`config.mk`:
```
export PLATFORM = sky130hd
export DESIGN_NAME = cte_ctrl
export DESIGN_NICKNAME = d
export VERILOG_FILES = /design/src/design/cte_pkg.sv /design/src/design/cte_ctrl.sv
export SDC_FILE = /design/constraint.sdc
export NUM_CORES = 1
export LEC_CHECK = 0
export ABC_AREA = 1
export BUFFER_PORTS_ARGS = -buffer_cell sky130_fd_sc_hd__buf_2
export CAP_MARGIN = 20
export CORE_AREA = 2 2 39 41
export CTS_CLUSTER_SIZE = 10
export DETAILED_ROUTE_END_ITERATION = 10
export DIE_AREA = 0 0 41 43
export PLACE_DENSITY = 0.45
export SYNTH_ARGS = -nofsm -noshare
export SYNTH_HDL_FRONTEND = slang
export SYNTH_SLANG_ARGS = --single-unit
```
`constraint.sdc`:
```
create_clock -name clock -period 2.7 [get_ports clock]
set_input_delay 0.405 -clock clock [delete_from_list [all_inputs] [get_ports clock]]
set_output_delay 0.405 -clock clock [all_outputs]
set_load 0.02 [all_outputs]
```
`src/design/cte_pkg.sv`:
```
// ----------------------------------------------------------------------------
// cte_pkg: shared types and constants of the counting trie engine
// Node pool sizes, field widths, opcodes, result codes, controller states and
// the command and status groups between the controller and the datapath.
// ----------------------------------------------------------------------------
package cte_pkg;

   localparam int NODE_COUNT  = 1024;
   localparam int ALPHABET    = 26;
   localparam int NODE_W      = $clog2(NODE_COUNT);
   localparam int FREE_W      = NODE_W + 1;
   localparam int CHILD_DEPTH = NODE_COUNT * ALPHABET;
   localparam int CHILD_AW    = $clog2(CHILD_DEPTH);
   localparam int LETTER_W    = 5;
   localparam int COUNT_W     = 16;

   typedef enum logic [1:0] {
      OP_INSERT       = 2'd0,
      OP_COUNT_WORDS  = 2'd1,
      OP_COUNT_PREFIX = 2'd2,
      OP_ERASE        = 2'd3
   } opcode_type;

   typedef enum logic [1:0] {
      ST_OK         = 2'd0,
      ST_POOL_FULL  = 2'd1,
      ST_ERASE_MISS = 2'd2
   } status_type;

   typedef enum logic [1:0] {
      S_CLEAR,
      S_IDLE,
      S_LINK,
      S_FINISH
   } state_type;

   typedef struct packed {
      logic clear_step;
      logic accept;
      logic link;
      logic finish;
   } cmd_type;

   typedef struct packed {
      logic clear_done;
      logic item_walks;
      logic item_ends;
      logic go_finish;
      logic item_final;
      logic rsp_free;
   } sts_type;

   function automatic logic [COUNT_W-1:0] sat_inc(input logic [COUNT_W-1:0] v);
      sat_inc = (v == {COUNT_W{1'b1}}) ? v : v + COUNT_W'(1);
   endfunction

   function automatic logic [COUNT_W-1:0] sat_dec(input logic [COUNT_W-1:0] v);
      sat_dec = (v == '0) ? v : v - COUNT_W'(1);
   endfunction

endpackage

```
`src/design/cte_ctrl.sv`:
```
// ----------------------------------------------------------------------------
// cte_ctrl: sequencing state machine of the counting trie engine
// Runs the clearing pass after reset, then steps each request through the
// child-link lookup and the counter update where its kind needs them.
// ----------------------------------------------------------------------------
module cte_ctrl (
   input  logic             clock,
   input  logic             reset,
   input  logic             req_valid,
   output logic             req_stall,
   input  cte_pkg::sts_type sts,
   output cte_pkg::cmd_type cmd
);

   cte_pkg::state_type state_ff;
   cte_pkg::state_type state_in;

   always_ff @(posedge clock) begin
      if (reset) begin
         state_ff <= cte_pkg::S_CLEAR;
      end else begin
         state_ff <= state_in;
      end
   end

   always_comb begin
      state_in = state_ff;
      case (state_ff)
         cte_pkg::S_CLEAR: begin
            if (sts.clear_done) begin
               state_in = cte_pkg::S_IDLE;
            end
         end
         cte_pkg::S_IDLE: begin
            if (req_valid) begin
               if (sts.item_walks) begin
                  state_in = cte_pkg::S_LINK;
               end else if (sts.item_ends) begin
                  state_in = cte_pkg::S_FINISH;
               end
            end
         end
         cte_pkg::S_LINK: begin
            state_in = sts.go_finish ? cte_pkg::S_FINISH : cte_pkg::S_IDLE;
         end
         cte_pkg::S_FINISH: begin
            if (!sts.item_final || sts.rsp_free) begin
               state_in = cte_pkg::S_IDLE;
            end
         end
         default: state_in = cte_pkg::S_CLEAR;
      endcase
   end

   always_comb begin
      cmd       = '0;
      req_stall = 1'b1;
      case (state_ff)
         cte_pkg::S_CLEAR: begin
            cmd.clear_step = 1'b1;
         end
         cte_pkg::S_IDLE: begin
            req_stall  = 1'b0;
            cmd.accept = req_valid;
         end
         cte_pkg::S_LINK: begin
            cmd.link = 1'b1;
         end
         cte_pkg::S_FINISH: begin
            // A word's result waits here until the output register is free.
            cmd.finish = !sts.item_final || sts.rsp_free;
         end
         default: begin
            cmd = '0;
         end
      endcase
   end

   a_link_after_accept: assert property (@(posedge clock) disable iff (reset)
      (state_ff == cte_pkg::S_LINK) |-> $past(cmd.accept))
      else $error("link step without an accepted request");

   a_finish_holds: assert property (@(posedge clock) disable iff (reset)
      (state_ff == cte_pkg::S_FINISH && sts.item_final && !sts.rsp_free)
         |=> (state_ff == cte_pkg::S_FINISH))
      else $error("final request left before its result was stored");

endmodule

```
==> out/summary.txt <==
Synth Register Bits: 2
CTS Buf Count: 3
Outcome: complete, no violations
Syn nets: 56
Hpwl dp: 429 um
Max Cap Violations: 0
Min cycle time layout: 1560 ps
# DRC: 0
Clock transition at path regs: 30 ps
Gr usage total: 7.01%
Routed wire length: 536 um
Top reg by flops: state_ff
Drt initial violations: 10
CP endpoint: cmd[0]
Final period utilization: 57.7%
Max FFs per register: 2
Area Overhead vs Synth: 40.2%
DRT antenna net count: 0
RSZ-0062 raised after global routing: no
Max FO, Critical Path: 5
Drt first pass iters: 4
GP Congestion: 0.632
Slew margin rel.: 87.8%
H-tree depth: 1
Non-Filler Instances: 73
CTS resizes: 0
Setup Buffers After CTS: 0
Synth unique cells: 12
CP Capture Type: primary output
CP Launch Type: flop
WL/cell: 7.34 um
FMAX: 642 MHz
Initial antenna violation count: 0
Dpl cells: 70
Die height: 43 um
Syn Inst Count: 41
CTS max path bufs: 2
Synthesized area: 268 um2
R2R Setup Slk: 1380 ps
Overall Power: 0.398 mW
Remaining global-route overflow: 0
Fin nets: 74
Worst reg2reg startpoint: state_ff[0]
Most common cell after layout, fill and taps aside: buf_2
Share of cells above drive strength 1: 40.4%
Die span in x: 41 um
PD cells: 1060 nW/um2
Largest net degree at the start of global routing: 6
# clock sinks: 2
Hold crit path type: in2reg
Final core utilization: 27.1%
TNS Setup: 0 ps
Ant diodes: 0
Skew-Pair Late Insertion Delay: 230 ps
Final hold slack: 431 ps
Yosys warning total: 0
Worst Path Arrival: 1150 ps
Biggest regs: state_ff x2
Sequential cell area fraction in the yosys report: 15.0%
Worst IR Drop VDD: 0.265 mV
Critical Path RT: 2300 ps
Initial Utilization: 19.3%
Fillers: 158
Clk_skew: 5.26 ps
Final Slew Violations: 0
Num ports: 14
Floorplan row count: 14
Setup crit start: state_ff[0]
First-pass GRT wire length: 793 um
CP Class: reg2out
TritonCTS clock tree: done
Actual slew at the worst max-slew pin: 182 ps
Die area: 1760 um2
Vias in the first global route: 226
Vias per cell: 3.55
Final Setup Violations: 0
Core Area: 1380 um2
R2R Path End: state_ff[0]
Commonest cells after routing, fill and taps aside: 13 x buf_2, 10 x nand2_1, 9 x inv_1
R2r worst-path depth: 7
Avg Inst Size Synth: 6.53 um2
IO Port Bufs: 13
Via count: 259
Final hold violation count: 0
Cell leakage power: 0.232 nW
Clock root cell: clkbuf_4
Hold buffer count at CTS: 0
[worst min path at each step]
stage | start | to | cells after the start
finish | reset | state_ff[0] | 4
global route | reset | state_ff[1] | 4
CTS | reset | state_ff[0] | 4
detailed placement | state_ff[1] | state_ff[1] | 2
global placement | state_ff[1] | state_ff[1] | 2
floorplan | state_ff[1] | state_ff[1] | 2
[synth_stat cells]
| cell type | instances | share of area, % |
|---|---|---|
| nand2_1 | 10 | 14 |
| inv_1 | 9 | 13 |
| ha_1 | 6 | 28 |
| nor2_1 | 5 | 7.0 |
| nand2_2 | 3 | 7.0 |
| dfxtp_1 | 2 | 15 |
| a21boi_1 | 1 | 2.8 |
| inv_2 | 1 | 1.4 |
| nand3_2 | 1 | 3.7 |
| nor2_2 | 1 | 2.3 |
| nor2_4 | 1 | 4.2 |
| nor3_1 | 1 | 1.9 |
[layer usage]
metal	vias up	share of wire (%)	track usage, %
met1	97	49	7.67
met5	-	0	0
met2	13	38	9.69
met3	0	13	4.71
met4	0	0	4.00
li1	149	-	-
[power breakdown]
group | switching (mW) | internal [mW] | total (mW)
Sequential | 0.0199 | 0.0449 | 0.0648
Combinational | 0.164 | 0.102 | 0.266
Clock | 0.0179 | 0.0491 | 0.0670
[cell type report]
cell class              count  area, um2  area share (%)
multi-input cells          29        190            50.7
repair buffers             13       65.1            17.3
flip-flops and latches      2       40.0            10.7
inverters                  10       37.5            10.0
clock buffers               3       22.5            6.00
well taps                  16       20.0            5.33
[per-stage QoR]
stage	area, um2	setup slack [ps]
6_report	375	1140
5_1_grt	375	1020
4_1_cts	375	1120
3_5_place_dp	353	1350
3_3_place_gp	353	1350
2_1_floorplan	268	1360
[critical path, stage by stage (launching register included)]
cell and delay (ps):
dfxtp_1 400, ha_1 210, a21boi_1 150, buf_2 170
[kinds of logic (layout without fill, tap and decap cells)]
kind of cell	count (synthesis)	in the layout	synth area share, %
and+or+nand+nor	22	22	40.2
AOI/OAI and AO/OA	1	1	2.80
DFF	2	2	15.0
buffers and inverters	10	26	14.0
adders and majority gates	6	6	28.0
Power figures use the tool's default switching activity.
